## src/rtl/core/lat_pkg.sv

```systemverilog
package lat_pkg;

	localparam int MAX_ROWS = 64;
	localparam int MAX_COLS = 64;
	localparam int ROW_W = $clog2(MAX_ROWS);
	localparam int COL_W = 6;
	localparam int SIZE_W = 7;
	localparam int CNT_W = $clog2(MAX_ROWS + 1);
	localparam logic [1:0] LIVE_KEEP = 2'd2;
	localparam logic [2:0] ADDR_ROWS = 3'd0;
	localparam logic [2:0] ADDR_COLS = 3'd4;

	typedef enum logic [1:0] {
		CMD_WRITE = 2'd0,
		CMD_READ = 2'd1,
		CMD_EVOLVE = 2'd2,
		CMD_CLEAR = 2'd3
	} cmd_t;

	typedef struct packed {
		logic [1:0] cmd;
		logic [5:0] row;
		logic [5:0] col;
		logic alive;
	} req_t;

	typedef struct packed {
		logic cell_value;
		logic [31:0] generation;
	} rsp_t;

	typedef struct packed {
		logic shift;
		logic load;
		logic clear;
		logic [MAX_COLS-1:0] wr_mask;
		logic wr_val;
		logic [ROW_W-1:0] wr_row;
		logic [MAX_COLS-1:0] col_en;
		logic [COL_W-1:0] last_col;
	} cell_ctl_t;

endpackage

```

## src/rtl/core/lat_rule_row.sv

```systemverilog
module lat_rule_row (
	input  logic [lat_pkg::MAX_COLS-1:0] up,
	input  logic [lat_pkg::MAX_COLS-1:0] mid,
	input  logic [lat_pkg::MAX_COLS-1:0] dn,
	input  logic [lat_pkg::COL_W-1:0] last_col,
	output logic [lat_pkg::MAX_COLS-1:0] nxt
);
	always_comb begin
		for (int c = 0; c < lat_pkg::MAX_COLS; c++) begin
			logic [lat_pkg::COL_W-1:0] l, r;
			logic [3:0] n;
			l = (c[lat_pkg::COL_W-1:0] == '0) ? last_col : lat_pkg::COL_W'(c - 1);
			r = (c[lat_pkg::COL_W-1:0] == last_col) ? '0 : lat_pkg::COL_W'(c + 1);
			n = 4'(up[l]) + 4'(up[c]) + 4'(up[r]) + 4'(mid[l]) + 4'(mid[r])
				+ 4'(dn[l]) + 4'(dn[c]) + 4'(dn[r]);
			nxt[c] = (n == 4'd3) || ((n == 4'(lat_pkg::LIVE_KEEP)) && mid[c]);
		end
	end
endmodule

```

## config.mk

```make
export PLATFORM = sky130hd
export DESIGN_NAME = lat_rule_row
export DESIGN_NICKNAME = d
export VERILOG_FILES = /design/src/rtl/core/lat_pkg.sv /design/src/rtl/core/lat_rule_row.sv
export SDC_FILE = /design/constraint.sdc
export NUM_CORES = 1
export LEC_CHECK = 0
export ABC_AREA = 1
export BUFFER_PORTS_ARGS = -buffer_cell sky130_fd_sc_hd__buf_2
export CORE_UTILIZATION = 50
export DETAILED_ROUTE_END_ITERATION = 16
export GPL_TIMING_DRIVEN = 0
export PLACE_DENSITY_LB_ADDON = 0.3
export SLEW_MARGIN = 20
export SYNTH_ARGS = -nofsm -noshare
export SYNTH_HDL_FRONTEND = slang
export SYNTH_SLANG_ARGS = --single-unit
export TNS_END_PERCENT = 1
```

## constraint.sdc

```tcl
create_clock -name vclk -period 4.7
set_clock_uncertainty 0.2 [all_clocks]
set_input_delay 0.235 -clock vclk [all_inputs]
set_output_delay 0.235 -clock vclk [all_outputs]
set_load 0.03 [all_outputs]
```

======== After elaboration in Yosys (flattened, before gate mapping) ========
Cells that the tools add are included.
operators by class
  add/sub/neg operators ................... 448
  order comparisons ....................... 64
  eq/ne operators ......................... 190
  mux-type cells .......................... 447
  reduce and logical (&&, ||, !) cells .... 129
operators by type and width
  cell                                                 number
  binary-select mux 1 bit (select 6 bit)               192
  adder 4 x 1 -> 4 bit                                 256
  equality test 4 x 2 -> 1 bit, second input constant  128
  adder 3 x 1 -> 4 bit                                 64
  < comparator 6 x 7 -> 1 bit, second input constant   33
  2-to-1 mux 1 bit                                     193
  adder 2 x 1 -> 3 bit                                 64
  2-to-1 mux 6 bit                                     32
  equality test 6 bit, first input constant            31
  adder 1 x 1 -> 2 bit                                 64
  < comparator 5 x 7 -> 1 bit, second input constant   16
  equality test 5 x 6 -> 1 bit, first input constant   16
  2-to-1 mux 5 bit                                     16
  logical AND 1 bit                                    64
  logical OR 1 bit                                     64
  < comparator 4 x 7 -> 1 bit, second input constant   8
  equality test 4 x 6 -> 1 bit, first input constant   8
  2-to-1 mux 4 bit                                     8
  < comparator 3 x 7 -> 1 bit, second input constant   4
  equality test 3 x 6 -> 1 bit, first input constant   4
  < comparator 2 x 7 -> 1 bit, second input constant   2
  equality test 2 x 6 -> 1 bit, first input constant   2
  2-to-1 mux 3 bit                                     4
  < comparator 1 x 7 -> 1 bit, second input constant   1
  other kinds (3)                                      4
storage, ports and cells
  register bits ........................... 0
  input bits .............................. 198
  output and inout port bits .............. 64

======== Depth between registers and ports, before layout ========
  word-level depth ........................ 13
  gate-level depth with buffers ........... 21

======== Least setup slack after synthesis ========
No wires, ideal clock.
  path kind ............................... in2out
  from .................................... in last_col[0] (netlist name)
  to ...................................... out nxt[0] (netlist name)
  arrival time ............................ 3.707 ns
  required time ........................... 4.265 ns
  path slack .............................. 0.558 ns
  stages .................................. 16
  cell sequence ........................... buf_6 inv_2 buf_6 nand2_2 nor2_1 nand2_1 o21ai_0 fa_1 fa_1 fa_1 inv_1 ha_1 fa_1 nand2_1 a211oi_1 o221a_2
between the ends
  longest elaborated chain between the ends .. 13
RTL lines
  what                                    RTL line            source
  start, declared                         lat_rule_row.sv:5   input logic [lat_pkg::COL_W-1:0] last_col,
  logical NOT 6 bit                       lat_rule_row.sv:13  r = (c[lat_pkg::COL_W-1:0] == last_col) ? '0 : lat_pkg::COL_W'(c + 1);
  2-to-1 mux 1 bit                        lat_rule_row.sv:13
  binary-select mux 1 bit (select 6 bit)  lat_rule_row.sv:14  n = 4'(up[l]) + 4'(up[c]) + 4'(up[r]) + 4'(mid[l]) + 4'(mid[r])
  2-to-1 mux 1 bit (implied by the code)  lat_rule_row.sv:14
  adder 2 x 1 -> 3 bit                    lat_rule_row.sv:14
  adder 3 x 1 -> 4 bit                    lat_rule_row.sv:14
  adder 4 x 1 -> 4 bit                    lat_rule_row.sv:14
  adder 4 x 1 -> 4 bit (2 in series)      lat_rule_row.sv:15  + 4'(dn[l]) + 4'(dn[c]) + 4'(dn[r]);
  adder 4 x 1 -> 4 bit (*)                lat_rule_row.sv:15
  equality test 4 x 2 -> 1 bit            lat_rule_row.sv:16  nxt[c] = (n == 4'd3) || ((n == 4'(lat_pkg::LIVE_KEEP)) && mid[c]);
  logical AND 1 bit                       lat_rule_row.sv:16
  logical OR 1 bit (*)                    lat_rule_row.sv:16
  end, declared                           lat_rule_row.sv:6   output logic [lat_pkg::MAX_COLS-1:0] nxt
Every way passes the cells marked *; elsewhere a longest branch is shown, timed or not. The select of a mux whose other input is x is not followed.

======== Worst setup path after layout ========
  from .................................... in up[0] (netlist name)
  to ...................................... out nxt[45] (netlist name)
between the ends
  longest elaborated chain between the ends .. 11
RTL lines
  what                                        RTL line            source
  start, declared                             lat_rule_row.sv:2   input logic [lat_pkg::MAX_COLS-1:0] up,
  binary-select mux 1 bit (select 6 bit) (*)  lat_rule_row.sv:14
  2-to-1 mux 1 bit (implied by the code) (*)  lat_rule_row.sv:14
  adder 2 x 1 -> 3 bit (*)                    lat_rule_row.sv:14
  adder 3 x 1 -> 4 bit (*)                    lat_rule_row.sv:14
  adder 4 x 1 -> 4 bit (*)                    lat_rule_row.sv:14
  adder 4 x 1 -> 4 bit (*) (3 in series)      lat_rule_row.sv:15
  equality test 4 x 2 -> 1 bit                lat_rule_row.sv:16
  logical AND 1 bit                           lat_rule_row.sv:16
  logical OR 1 bit (*)                        lat_rule_row.sv:16
Marked as above.

==> out/summary.log <==
[synth] library cell with the largest summed area after synthesis fa_1
[floorplan] number of placement rows 61
[synth] netlist area before placement 14,500 um2
[synth] cells taking the most area after synthesis fa_1 35%, nand2_1 17%, ha_1 17%
[setup_path] worst path arrival time 4270 ps
[cells_and_area] register area 0 um2
[cells_and_area] Design Area, Final 16,300 um2
[detailed_routing] overall routed net length 52.2 mm
[timing] worst slew pin tran 1030 ps
[timing] post-route clock period utilization 100%
[cells_and_area] synthesis-to-finish area growth 12.8%
[global_route] number of global-route vias before repair 15,000
[timing] Hold Violations, Final 0
[setup_path] Cell Chain, Critical Path buf_2 > inv_1 > buf_2 > buf_1 > nor2_1 > a21oi_1 > fa_1 > inv_1 > fa_1 > ha_1 > fa_1 > nand2_1 > a211oi_1 > o221a_2 > buf_2
[setup_path] critical path startpoint up[0]
[setup_path] largest stage delay on the critical path 810 ps
[synth] share of synthesized area occupied by flip-flops and latches 0%
[detailed_routing] number of DRC violations after detailed routing 0
[synth] Avg Inst Size Synth 7.21 um2
[setup_path] cell with the biggest individual delay on the critical path buf_1
[global_route] maximum number of pins on one net before global-route repair 12
[timing] post-route setup slack -9.13 ps
[setup_path] kind of end point of the critical path output pin
[timing] RSZ-0062 raised after global routing true
[placement] post-DP HPWL 43.4 mm
[pwr] total power divided by cell area 226 nW/um2
[cells_and_area] final-layout clock buffer total 0
[synth] number of different library cells in the post-synthesis netlist 21
[global_route] met2 track demand over resource 58.3%
[synth] fraction of post-synthesis cell area in the top cell type by area 35.4%
[detailed_routing] total via count in the routed design 15,300
[placement] area after detailed placement 16,200 um2
[setup_path] Critical Setup Path Class primary input to output pin
[detailed_routing] routed length per instance 19.7 um
[pwr] worst voltage drop across the vdd grid 210 uV
[placement] Buffers on Ports 261
[setup_path] critical path launch point type primary input
[timing] top achievable clock speed 0.212 GHz
[floorplan] vertical die dimension 172 um
[global_route] aggregate global routing overflow 0
[global_route] wire length of the first global-routing pass 80.4 mm
[global_route] met3 layer usage reported by global route 7.46%
[floorplan] number of primary I/O pins 262
[global_route] combined global-route utilization of all metal layers 35.9%
[status] failing checks negative setup slack
[global_route] met1 capacity usage during global routing 46.0%
[floorplan] core area 28,100 um2
[floorplan] Die ar. 29,600 um2
[setup_path] family with the most delay on the worst path buffers and inverters
[cells_and_area] total number of nets in the final design 2,914
[global_route] most congested layer reported by global routing met2
[setup_path] Max Fanout on Critical Path 11
[detailed_routing] Via density 5.77
[synth] number of nets produced by synthesis 2,652
[floorplan] initial cell density of the core 51.5%
[cells_and_area] share of cells above drive strength 1 16.5%
[placement] global placement routability congestion 1.04
[hold_path] Hold Crit Start mid[62]
[job] maximum capacitance violations 0
[timing] crit path time final 4710 ps
[cells_and_area] FF+latch count 0
[synth] Cells after Synth 2,006
[timing] final setup vio count 1
[pwr] total leakage power 0.00905 uW
[detailed_routing] drt pass-1 iters 6
[floorplan] floorplan die width 172 um
[global_route] initial antenna violation count 7
[detailed_routing] number of nets with antenna violations after routing 0
[setup_path] data required time at the worst endpoint 4260 ps
[timing] Slew Viols, Final 0
[detailed_routing] Detailed Route Iter0 Violations 1,404
[timing] worst relative slew slack 31.6%
[synth] number of synthesis warnings 0
[pwr] total power draw 3680 uW
[status] run status complete, but fails checks
[clock_network] setup repair bufs after CTS 0
[hold_path] Hold/Removal Path Class primary input to output pin
[setup_path] count of buffer and inverter cells on the critical path 6
-- placed cells by master, fill, tap and decap left out --
cell type	synthesis	routed
buf_4	2	2
nand3_1	17	17
nand4_1	3	3
clkinv_1	2	2
ha_1	192	192
nor2_4	0	4
inv_1	293	293
diode_2	0	6
o21ai_2	0	1
clkbuf_1	23	20
nor2_2	5	10
nand2_4	0	1
nand2_1	657	657
o21ai_0	154	152
nor2_1	184	175
clkbuf_4	0	1
buf_1	9	6
a21oi_1	41	41
buf_6	3	3
o221a_2	64	64
buf_2	18	280
clkbuf_2	0	3
inv_2	2	2
nand2_2	4	3
o21ai_1	13	14
fa_1	256	256
a211oi_1	64	64
-- worst paths after layout --
kind                      end  slack, ps  depth (start not counted)
worst min-delay path  nxt[62]        720                          3
worst max-delay path  nxt[45]         -9                         15
-- metrics by stage --
stage | util (%) | hold slack, ps | setup TNS (ps) | instances | setup WS, ps
floorplan | - | 544 | 0 | 2006 | 558
global placement | 57.8 | 722 | -2120 | 2645 | -380
detailed placement | 57.8 | 727 | -2390 | 2645 | -398
CTS | 57.9 | 727 | 0 | 2644 | 18.6
global route | 58.0 | 740 | -403 | 2646 | -162
finish | 58.1 | 724 | -9.13 | 2650 | -9.13
-- cell type report --
type	instances	area, um2
tap	378	473
multi-input combinational	1654	13100
fill	2732	11800
inverter	297	1110
buffer	54	264
timing repair buffer	261	1310
antenna	6	15.0
-- kinds of logic (layout without fill, tap and decap cells) --
kind of cell	count (synthesis)	count (layout)	synth area share [%]
compound gates	336	336	15.5
fa+ha+maj	448	448	52.1
buf+inv	352	612	9.50
other cells	0	6	0
simple gates	870	870	22.9
-- power by group --
part           internal, uW  switching [uW]
registers                 0               0
logic                  1450            2230
clock network      0.000171               0
-- Yosys cell counts --
cell / instances
nand2_1: 657
inv_1: 293
fa_1: 256
ha_1: 192
nor2_1: 184
o21ai_0: 154
a211oi_1: 64
o221a_2: 64
a21oi_1: 41
clkbuf_1: 23
buf_2: 18
nand3_1: 17
o21ai_1: 13
buf_1: 9
nor2_2: 5
nand2_2: 4
buf_6: 3
nand4_1: 3
buf_4: 2
clkinv_1: 2
inv_2: 2
-- what timing repair did --
action / in CTS / in global routing
pin swaps: 0 / 1
hold buffers: 0 / 0
setup endpoints to repair: 15 / 29
gates resized for setup: 9 / 16
-- metal layers --
metal	wire (um)	vias up	share of wire (%)
met5	39	-	0.075
met4	2780	6	5.3
li1	-	6972	-
met2	23500	798	45
met1	20100	7325	38
met3	5810	185	11
Note: power is estimated with default switching activity, not from simulation.
