## config.mk

```make
export PLATFORM = sky130hd
export DESIGN_NAME = lat_row_cell
export DESIGN_NICKNAME = d
export VERILOG_FILES = /design/src/rtl/core/lat_pkg.sv /design/src/rtl/core/lat_row_cell.sv
export SDC_FILE = /design/constraint.sdc
export NUM_CORES = 1
export LEC_CHECK = 0
export ABC_AREA = 1
export BUFFER_PORTS_ARGS = -buffer_cell sky130_fd_sc_hd__buf_2
export CAP_MARGIN = 0
export CORE_AREA = 2 2 132 134
export DETAILED_ROUTE_END_ITERATION = 10
export DIE_AREA = 0 0 134 136
export PLACE_DENSITY = 0.71
export RECOVER_POWER = 100
export SYNTH_ARGS = -nofsm -noshare
export SYNTH_HDL_FRONTEND = slang
export SYNTH_SLANG_ARGS = --single-unit
```

## constraint.sdc

```tcl
create_clock -name clk -period 2.7 [get_ports clk]
set_input_delay 0.27 -clock clk [delete_from_list [all_inputs] [get_ports clk]]
set_output_delay 0.27 -clock clk [all_outputs]
set_load 0.01 [all_outputs]
```

## src/rtl/core/lat_pkg.sv

```systemverilog
package lat_pkg;

	localparam int MAX_ROWS = 64;
	localparam int MAX_COLS = 64;
	localparam int ROW_W = $clog2(MAX_ROWS);
	localparam int COL_W = 6;
	localparam int SIZE_W = 7;
	localparam int CNT_W = $clog2(MAX_ROWS + 1);
	localparam logic [1:0] LIVE_KEEP = 2'd2;
	localparam logic [2:0] ADDR_ROWS = 3'd0;
	localparam logic [2:0] ADDR_COLS = 3'd4;

	typedef enum logic [1:0] {
		CMD_WRITE = 2'd0,
		CMD_READ = 2'd1,
		CMD_EVOLVE = 2'd2,
		CMD_CLEAR = 2'd3
	} cmd_t;

	typedef struct packed {
		logic [1:0] cmd;
		logic [5:0] row;
		logic [5:0] col;
		logic alive;
	} req_t;

	typedef struct packed {
		logic cell_value;
		logic [31:0] generation;
	} rsp_t;

	typedef struct packed {
		logic shift;
		logic load;
		logic clear;
		logic [MAX_COLS-1:0] wr_mask;
		logic wr_val;
		logic [ROW_W-1:0] wr_row;
		logic [MAX_COLS-1:0] col_en;
		logic [COL_W-1:0] last_col;
	} cell_ctl_t;

endpackage

```

## src/rtl/core/lat_row_cell.sv

```systemverilog
module lat_row_cell (
	input  logic clk,
	input  logic arst_n,
	input  lat_pkg::cell_ctl_t ctl,
	input  logic [lat_pkg::ROW_W-1:0] my_row,
	input  logic en_row,
	input  logic [lat_pkg::MAX_COLS-1:0] load_row,
	input  logic [lat_pkg::MAX_COLS-1:0] shift_in,
	output logic [lat_pkg::MAX_COLS-1:0] bits_q
);
	logic [lat_pkg::MAX_COLS-1:0] nxt;

	always_comb begin
		nxt = bits_q;
		if (ctl.clear) begin
			nxt = '0;
		end else if (ctl.shift) begin
			nxt = shift_in;
		end else if (ctl.load) begin
			if (en_row) begin
				nxt = (bits_q & ~ctl.col_en) | (load_row & ctl.col_en);
			end
		end else if (ctl.wr_row == my_row) begin
			nxt = (bits_q & ~ctl.wr_mask) | ({lat_pkg::MAX_COLS{ctl.wr_val}} & ctl.wr_mask);
		end
	end

	always_ff @(posedge clk or negedge arst_n) begin
		if (!arst_n) begin
			bits_q <= '0;
		end else begin
			bits_q <= nxt;
		end
	end
endmodule

```

# After elaboration in Yosys (flattened, before gate mapping)
# Index checks and enable logic that the tools add are counted.
# Widths: inputs -> output; s select.
# op_classes
muxes	5
bitwise_logic	8
n_reduce_logical	2
eq_ne	2
# ops
operator	n
$mux 64	5
$and 64x64->64	4
$not 64->64	2
$or 64x64->64	2
$eq 6x6->1	1
$ne 4x2->1 const B	1
$reduce_bool 4->1	1
$reduce_and 2->1	1
# word_totals
register_bits	64
elab_cells	18
output_inout_bits	64
in_bits	281

# Logic depth before layout (Yosys ltp)
# Gate-level depths: netlist of the first run.
# depth
depth_word	7
depth_mapped	9
mapped_depth_nobuf	8

# Least setup slack after synthesis of the first run
# Ideal clock, no wire load.
# synth_path
path_kind	input to register
start	input my_row[1] (netlist bit)
end	register bits_q[44] (netlist bit)
t_arrival_ns	1.025
slack_ns	1.559
path_stages	7
setup_ns	0.116
n_path_buf	2
required_time_ns	2.584
path_cell_list	xor2_1 > nor2_1 > nand3_2 > buf_6 > buf_6 > nand3_2 > nand2_1
# synth_via
elab_chain_cells	3
# synth_lines
element	line_no	rtl
from (decl)	lat_row_cell.sv:5	input logic [lat_pkg::ROW_W-1:0] my_row,
$eq 6x6->1	lat_row_cell.sv:23	end else if (ctl.wr_row == my_row) begin
$reduce_bool 4->1 (no source line)	n/a	
$reduce_and 2->1 (no source line)	n/a	
to (signal assigned)	lat_row_cell.sv:32	bits_q <= nxt;
to (decl)	lat_row_cell.sv:9	output logic [lat_pkg::MAX_COLS-1:0] bits_q
# No other way between the ends.
# A chain may end at the register's enable or synchronous reset.

# Worst setup path in the final report of the first run
# layout_path
start	input ctl[142] (netlist bit)
end	register bits_q[58] (netlist bit)
# layout_via
elab_chain_cells	3
elab_cells_between_ends	6
cone_classes	1 x eq/ne; 3 x mux; 2 x reduce/logical
# layout_lines
element	line_no	rtl
from (decl)	lat_row_cell.sv:4	input lat_pkg::cell_ctl_t ctl,
$mux 64	lat_row_cell.sv:19	end else if (ctl.load) begin
$mux 64	lat_row_cell.sv:17	end else if (ctl.shift) begin
$mux 64	lat_row_cell.sv:15	if (ctl.clear) begin
# Parallel ways exist; a longest one is shown, timed or not.

==> qor.yml, run 1 <==
global_routing:
  grt_pass1_wl_mm: 35.9
  antenna_found_initial: 2
  grt_start_max_net_pins: 65
  grt_pass1_vias: 7517
  grt_usage_pct: 24.6
  grt_overflow: 0
layout:
  multiInputGateArea_mm2: 0.00365
  syn2layout_area_growth_pct: 27.9
  top_regs: "bits_q: 64 flops"
  nFillCells: 1872
  seq_area_mm2: 0.00160
  largest_reg_flops: 64
  regMostFlops: "bits_q"
  fin_area_mm2: 0.00859
  nets: 1820
  drive_gt1_share_pct: 20.8
clock_tree:
  cts-hold-fix-buffers: 0
  clock_path_buffers: 2
  post_cts_buffers: 0
  clkTransAtPathRegs_ps: 50
  cts_buffers: 9
  cts.sinks: 64
  cts_tree: "yes"
  clk_latency_ps: 320
  cts-root-buf: "clkbuf_16"
  ctsResizeCount: 0
  h-tree-depth: 3
floorplanning:
  dieWidth_um: 134
  die_h_um: 136
  coreArea_mm2: 0.0169
  die_area_mm2: 0.0182
  rows: 48
  start_util_pct: 39.8
  pin_count: 345
logic_synthesis:
  synth.distinct_cells: 20
  synth_edf_count: 0
  avgSynthCellArea_um2: 5.41
  yosysSeqAreaShare_pct: 23.9
  yosys_warnings: 0
  ys_ff_latch: 64
  synth_top_area_cell: "nand2_1"
  synth.area.top_cells: "nand2_1 33%, dfrtp_1 24%, inv_1 15%"
  async_reset_ff_share_pct: 100
  synth_fp_nets: 1521
  synth_top_flop_cell: "dfrtp_1"
  synthCells: 1240
  synth_top_cell_area_share_pct: 32.6
  synth.cell_area_mm2: 0.00671
power:
  p_leak_nw: 5.58
  power_mw: 3.40
  p_per_area_mw_per_mm2: 396
  peakVddDrop_mv: 0.295
sta:
  drv_slew: 30
  skew_ps: 0
  fmax_mhz: 466
  worst_pin_slew_ps: 1790
  finalSetupViolCount: 0
  finalHoldViolCount: 0
  rsz0062_at_grt: "false"
  post-route-period-util_pct: 79.5
  period_minus_slack_ps: 2150
  slew_headroom_pct: -19.3
  setup_tns_ps: 0
routing:
  viasPerCell: 4.62
  drtAntennaViolNets: 0
  vias: 8175
  drc: 0
  wire_per_inst_um: 12.8
  drtIter0Drc: 333
  first_pass_iters: 5
  drt-total-wl_mm: 22.7
worst_setup_path:
  startpoint_type: "primary input"
  worstPathRequired_ps: 2950
  crit_arrival_ps: 2400
  critical_path.max_fanout: 64
  crit_type: "primary input to flip-flop"
  end_kind: "flip-flop"
hold_path:
  hold_path.class: "primary input to flip-flop"
place:
  post_dp_cell_area_mm2: 0.00835
  io_buffers: 338
  place_congestion: 0.834
  dpl.hpwl_mm: 16.4
status:
  status: "finished with violations"
  failed_checks: "capacitance limit, slew limit"
run:
  cap_violations: 1
==> metal layers <==
| layer | routed length, um | vias up | track usage [%] |
|---|---|---|---|
| li1 | - | 4268 | - |
| met1 | 9650 | 3603 | 29.7 |
| met2 | 11200 | 277 | 44.2 |
| met3 | 1490 | 27 | 4.03 |
| met4 | 420 | 0 | 8.45 |
| met5 | 0 | - | 0 |
==> logic make-up (layout without fill, tap and decap cells) <==
group / Yosys count / after routing / synth area share, %
AO/OA/AOI/OAI: 67 / 67 / 5.05
buffers and inverters: 326 / 630 / 21.8
flip-flops: 64 / 64 / 23.9
XOR/XNOR: 2 / 2 / 0.261
AND/OR/NAND/NOR: 781 / 781 / 49.0
other: 0 / 2 / 0
==> critical path: stages <==
cell	delay, ps
clkbuf_1	630
buf_4	460
a211o_1	190
inv_2	60
nand2_4	550
nand2_1	120
nand2_1	100
==> cells in the final DEF (no fill, tap or decap), drive strengths merged <==
cell / netlist / routed
clkinv: 0 / 1
a211o: 1 / 1
buf: 57 / 282
bufinv: 0 / 2
diode: 0 / 2
nand3: 194 / 194
dfrtp: 64 / 64
nand2: 584 / 584
inv: 266 / 266
xor2: 2 / 2
a21oi: 64 / 64
nor2: 3 / 3
o21ai: 2 / 2
clkbuf: 3 / 79
==> cell usage after synthesis (2+ instances only) <==
cell      count
buf_6        17
buf_1        10
xor2_1        2
nand3_2      21
nand2_1     583
nand3_1     173
buf_2        13
clkbuf_1      2
a21oi_1      64
buf_12        2
dfrtp_1      64
buf_4        15
inv_1       262
inv_2         4
nor2_1        3
==> cell type report <==
class | count | share of cell area [%]
clock buffers | 13 | 2.91
repair buffers | 348 | 20.2
clock inverters | 3 | 0.758
flip-flops and latches | 64 | 18.7
well taps | 225 | 3.28
inverters | 266 | 11.6
multi-input cells | 850 | 42.5
diodes | 2 | 0.0583
==> metrics by stage <==
stage	util, %	instances	hold slack, ps	setup slack [ps]
3_3_place_gp	49.5	1753	369	556
3_5_place_dp	49.5	1753	367	492
2_1_floorplan	-	1240	-25.6	1560
5_1_grt	50.9	1771	280	334
6_report	50.9	1771	279	554
4_1_cts	51.3	1769	14.0	836
==> where the power goes <==
group	internal, mW	switching [mW]
Combinational	0.413	0.610
Clock	0.833	0.410
Sequential	1.04	0.0905
==> final timing paths <==
kind,startpoint,endpoint,slack (ps),cells past startpoint
worst max-delay path,ctl[142],bits_q[58],550,7
worst min-delay path,shift_in[38],bits_q[38],280,5
worst max register to register,bits_q[48],bits_q[48],1540,8
worst min register to register,bits_q[43],bits_q[43],540,2
max in group asynchronous,arst_n,bits_q[33],1240,1
min in group asynchronous,arst_n,bits_q[50],420,1
(Power assumes the default switching activity.)
==> run 2, diff against run 1 <==
PLACE_DENSITY = 0.74   (was 0.71)
clock period = 1.8 ns   (was 2.7 ns; I/O delays follow)
==> qor.yml, run 2 (synthesis gave the netlist of run 1 again) <==
status:
  status: "completed"  # was finished with violations
power:
  p_leak_nw: 5.61  # was 5.58 nW
  p_per_area_mw_per_mm2: 578  # was 396 mW/mm^2
  power_mw: 4.98  # was 3.40 mW
  peakVddDrop_mv: 0.377  # was 0.295 mV
layout:
  nets: 1827  # was 1,820
  utilization_pct: 51.0  # was 50.9%
  syn2layout_area_growth_pct: 28.3  # was 27.9%
  regMostFlops: "bits_q"  # unchanged
  multiInputGateArea_mm2: 0.00364  # was 0.00365 mm^2
  top_regs: "bits_q: 64 flops"  # unchanged
  largest_reg_flops: 64  # unchanged
  mostFrequentLayoutCells: "583 x nand2_1, 272 x buf_2, 262 x inv_1"  # unchanged
  final_common_cell: "nand2_1"  # unchanged
  drive_gt1_share_pct: 21.1  # was 20.8%
  seq_area_mm2: 0.00160  # unchanged
  nFillCells: 1875  # was 1,872
clock_tree:
  cts_tree: "yes"  # unchanged
  cts.sinks: 64  # unchanged
  cts-root-buf: "clkbuf_16"  # unchanged
  clkTransAtPathRegs_ps: 50  # about the same
  clock_path_buffers: 2  # unchanged
  cts_buffers: 9  # unchanged
  clk_latency_ps: 320  # about the same
  h-tree-depth: 3  # unchanged
global_routing:
  grt_start_max_net_pins: 65  # unchanged
  grt_usage_pct: 24.3  # was 24.6%
  antenna_found_initial: 2  # unchanged
  grt_overflow: 0  # unchanged
  grt_pass1_vias: 7614  # was 7,517
  grt_pass1_wl_mm: 36.1  # was 35.9 mm
floorplanning:
  rows: 48  # unchanged
  die_h_um: 136  # unchanged
  dieWidth_um: 134  # unchanged
  coreArea_mm2: 0.0169  # unchanged
  die_area_mm2: 0.0182  # unchanged
  pin_count: 345  # unchanged
  start_util_pct: 39.8  # unchanged
routing:
  first_pass_iters: 5  # unchanged
  drc: 0  # unchanged
  drtAntennaViolNets: 0  # unchanged
  vias: 8290  # was 8,175
  wire_per_inst_um: 12.6  # was 12.8 um
  drt-total-wl_mm: 22.4  # was 22.7 mm
  viasPerCell: 4.66  # was 4.62
  drtIter0Drc: 394  # was 333
sta:
  drv_slew: 0  # was 30
  finalHoldViolCount: 0  # unchanged
  fmax_mhz: 721
  worst_pin_slew_ps: 1010  # was 1790 ps
  rsz0062_at_grt: "false"  # unchanged
  finalSetupViolCount: 0  # unchanged
  slew_headroom_pct: 32.7  # was -19.3%
  skew_ps: 0  # unchanged
  post-route-period-util_pct: 77.1
  setup_tns_ps: 0  # unchanged
  period_minus_slack_ps: 1390
place:
  dpl.hpwl_mm: 16.6  # was 16.4 mm
  place_congestion: 0.865  # was 0.834
  io_buffers: 338  # unchanged
run:
  cap_violations: 0  # was 1
worst_setup_path:
  crit_end: "bits_q[23]"  # was bits_q[58]
  critical_path.max_fanout: 27  # was 64
  worstPathRequired_ps: 2060  # was 2950 ps
  startpoint_type: "primary input"  # unchanged
  end_kind: "flip-flop"  # unchanged
  crit_type: "primary input to flip-flop"  # unchanged
  critPathLaunch: "my_row[4]"  # was ctl[142]
  crit_arrival_ps: 1650  # was 2400 ps
  r2r-end: "bits_q[52]"  # was bits_q[48]
  r2r_slack_ps: 680  # was 1540 ps
  rr_worst_depth: 8  # unchanged
  r2r_start: "bits_q[52]"  # was bits_q[48]
hold_path:
  hold_path.class: "primary input to flip-flop"  # unchanged
==> run 2: cell type report <==
cell class              instances  area share, %
clock buffers                  13           3.02
repair buffers                355           20.8
clock inverters                 3          0.465
inverters                     266           11.6
well taps                     225           3.27
multi-input cells             850           42.2
flip-flops and latches         64           18.6
diodes                          2         0.0581
==> run 2: worst min-delay path by stage <==
stage,from,to,slack (ps),cells past startpoint
2_1_floorplan,arst_n,bits_q[0],-120,0
3_3_place_gp,arst_n,bits_q[44],190,1
3_5_place_dp,arst_n,bits_q[14],190,1
4_1_cts,shift_in[36],bits_q[36],170,5
5_1_grt,shift_in[37],bits_q[37],200,5
6_report,shift_in[30],bits_q[30],190,5
==> run 2: metal layers <==
layer,GRT usage (%),up-vias,part of all wire (%)
li1,-,4286,-
met2,42.5,321,48
met4,9.57,0,2.6
met1,29.9,3641,42
met5,0,-,0
met3,4.03,42,7.4
==> run 2: stage by stage <==
stage | instance area (um^2) | setup WS [ps] | hold slack [ps] | instances
after global routing | 8610 | 256 | 202 | 1778
final | 8610 | 412 | 187 | 1778
after global placement | 8400 | 369 | 185 | 1759
after floorplan | 6710 | 749 | -116 | 1240
after CTS | 8710 | 642 | 169 | 1776
after detailed placement | 8400 | 298 | 195 | 1759
==> run 2: power by group <==
part | switching [mW] | leakage [nW] | internal (mW)
Sequential | 0.130 | 0.842 | 1.56
Combinational | 0.912 | 4.62 | 0.628
Clock | 0.606 | 0.150 | 1.14
Total | 1.65 | 5.61 | 3.33
==> run 2: worst max-delay path, stage by stage <==
cell,delay (ps)
clkbuf_1,160
inv_1,60
nand2_1,60
o21ai_1,70
nor2_1,110
nand3_1,200
nand2_4,110
clkbuf_2,480
nand2_1,120
nand2_1,80
==> run 2: repair_timing <==
action,CTS,global route
buffers inserted,0,0
gates resized for setup,0,0
hold endpoints to repair,35,0
hold buffers,1,0
==> run 3, diff against run 2 <==
clock period = 1.2 ns   (was 1.8 ns; I/O delays follow)
==> qor.yml, run 3 (synthesis gave the netlist of run 1 again) <==
worst_setup_path:
  worstPathRequired_ps: 1080  # was 2060 ps
  worst_path_largest_cell_delay_ps: 340  # was 480 ps
  slowest_stage: "dfrtp_1"  # was clkbuf_2
  rr_worst_depth: 8  # unchanged
  end_kind: "output port"  # was flip-flop
  r2r_slack_ps: 160  # was 680 ps
  crit_type: "flip-flop to output port"  # was primary input to flip-flop
  cpLargestDelayFamily: "buffers and inverters"  # unchanged
  crit_arrival_ps: 1020  # was 1650 ps
  critical_path.max_fanout: 2  # was 27
  crit_chain: "clkbuf_1 > buf_2"  # was clkbuf_1 > inv_1 > nand2_1 > o21ai_1 > nor2_1 > nand3_1 > nand2_4 > clkbuf_2 > nand2_1 > nand2_1
  critPathLaunch: "bits_q[16]"  # was my_row[4]
  r2r-end: "bits_q[55]"  # was bits_q[52]
  r2r_start: "bits_q[55]"  # was bits_q[52]
  startpoint_type: "flip-flop"  # was primary input
  crit_buf_inv: 2  # was 3
routing:
  first_pass_iters: 5  # unchanged
  drtAntennaViolNets: 0  # unchanged
  vias: 8358  # was 8,290
  drc: 0  # unchanged
  wire_per_inst_um: 12.6  # about the same
  drt-total-wl_mm: 22.8  # was 22.4 mm
  drtIter0Drc: 452  # was 394
  viasPerCell: 4.62  # was 4.66
clock_tree:
  cts_buffers: 9  # unchanged
  cts_tree: "yes"  # unchanged
  ctsResizeCount: 0  # unchanged
  cts.sinks: 64  # unchanged
  h-tree-depth: 3  # unchanged
  clock_path_buffers: 2  # unchanged
  clk_latency_ps: 320  # about the same
  cts-root-buf: "clkbuf_16"  # unchanged
  clkTransAtPathRegs_ps: 60  # was 50 ps
sta:
  post-route-period-util_pct: 95.0
  slew_headroom_pct: 58.7  # was 32.7%
  worst_pin_slew_ps: 619  # was 1010 ps
  skew_ps: 0  # unchanged
  setup_tns_ps: 0  # unchanged
  drv_slew: 0  # unchanged
  hold_slack_ps: 123  # was 187 ps
  fmax_mhz: 877
  rsz0062_at_grt: "false"  # unchanged
  finalSetupViolCount: 0  # unchanged
  finalHoldViolCount: 0  # unchanged
  period_minus_slack_ps: 1140
place:
  place_congestion: 0.907  # was 0.865
  io_buffers: 338  # unchanged
  dpl.hpwl_mm: 17.5  # was 16.6 mm
layout:
  final_common_cell: "nand2_1"  # unchanged
  top_regs: "bits_q: 64 flops"  # unchanged
  regMostFlops: "bits_q"  # unchanged
  drive_gt1_share_pct: 22.9  # was 21.1%
  syn2layout_area_growth_pct: 34.8  # was 28.3%
  mostFrequentLayoutCells: "583 x nand2_1, 279 x buf_2, 262 x inv_1"  # was 583 x nand2_1, 272 x buf_2, 262 x inv_1
  largest_reg_flops: 64  # unchanged
  nFillCells: 1797  # was 1,875
  nets: 1857  # was 1,827
floorplanning:
  rows: 48  # unchanged
  coreArea_mm2: 0.0169  # unchanged
  pin_count: 345  # unchanged
  dieWidth_um: 134  # unchanged
  die_h_um: 136  # unchanged
  die_area_mm2: 0.0182  # unchanged
  start_util_pct: 39.8  # unchanged
power:
  p_leak_nw: 5.85  # was 5.61 nW
  p_per_area_mw_per_mm2: 871  # was 578 mW/mm^2
  peakVddDrop_mv: 0.536  # was 0.377 mV
hold_path:
  whs_path_depth: 5  # unchanged
  worstHoldEndpoint: "bits_q[62]"  # was bits_q[30]
  hold_path.class: "primary input to flip-flop"  # unchanged
  hold_start: "shift_in[62]"  # was shift_in[30]
global_routing:
  grt_start_max_net_pins: 65  # unchanged
  antenna_found_initial: 3  # was 2
  grt_pass1_vias: 7681  # was 7,614
  grt_usage_pct: 24.7  # was 24.3%
  grt_pass1_wl_mm: 36.4  # was 36.1 mm
  grt_overflow: 0  # unchanged
status:
  status: "completed"  # unchanged
run:
  cap_violations: 0  # unchanged
run 3: cell count changes in the layout (fill, tap and decap cells not counted), sizes merged:
| cell | previous run | this run |
|---|---|---|
| buf | 287 | 319 |
| clkbuf | 80 | 77 |
| bufinv | 1 | 2 |
| clkinv | 2 | 1 |
| diode | 2 | 3 |
run 3: metal layers:
layer  GRT usage, %  wire length (um)  up-vias
met3           4.59              1520       36
li1               -                 -     4346
met2           44.0             11100      316
met5              0                 0        -
met4           8.27               513        0
met1           30.0              9630     3660
run 3: what timing repair did:
item / CTS / global route
hold endpoints to repair: 64 / 0
endpoints found under the setup margin: 0 / 1
setup buffers: 0 / 1
hold buffers: 1 / 0
run 3: power by group:
group | total, mW | switching [mW] | internal, mW
Sequential | 2.51 | 0.168 | 2.34
Clock | 2.83 | 0.911 | 1.92
Combinational | 2.54 | 1.45 | 1.08
run 3: cell type report:
type | count | area, um^2 | area share [%]
Inverter | 266 | 998 | 11.0
Sequential cell | 64 | 1600 | 17.7
Multi-Input combinational cell | 850 | 3650 | 40.4
Clock buffer | 12 | 256 | 2.84
Tap cell | 225 | 282 | 3.11
Clock inverter | 3 | 65.1 | 0.719
Antenna cell | 3 | 7.51 | 0.0830
Timing Repair Buffer | 385 | 2190 | 24.2
run 3: per-stage QoR:
step           power [mW]  cells  utilization, %  cell area (um^2)  setup WS, ps
2_1_floorplan        3.94   1240               -              6710           209
3_3_place_gp         5.09   1788            52.2              8800         -51.4
3_5_place_dp         5.13   1788            52.2              8800         -67.1
4_1_cts              8.03   1804            54.1              9130          75.8
5_1_grt              8.43   1807            53.6              9040          18.5
6_report             7.88   1808            53.6              9050          60.1
run 3: worst max path at each step:
stage | endpoint | cells past startpoint
2_1_floorplan | bits_q[44] | 7
3_3_place_gp | bits_q[41] | 9
3_5_place_dp | bits_q[49] | 9
4_1_cts | bits_q[43] | 2
5_1_grt | bits_q[16] | 2
6_report | bits_q[16] | 2
run 3: worst reg2reg max path: cells and delay by family (launching register included):
kind	cells	cell delay (ps)
simple gates	6	380
buf+inv	1	80
compound gates	1	150
flops	1	390
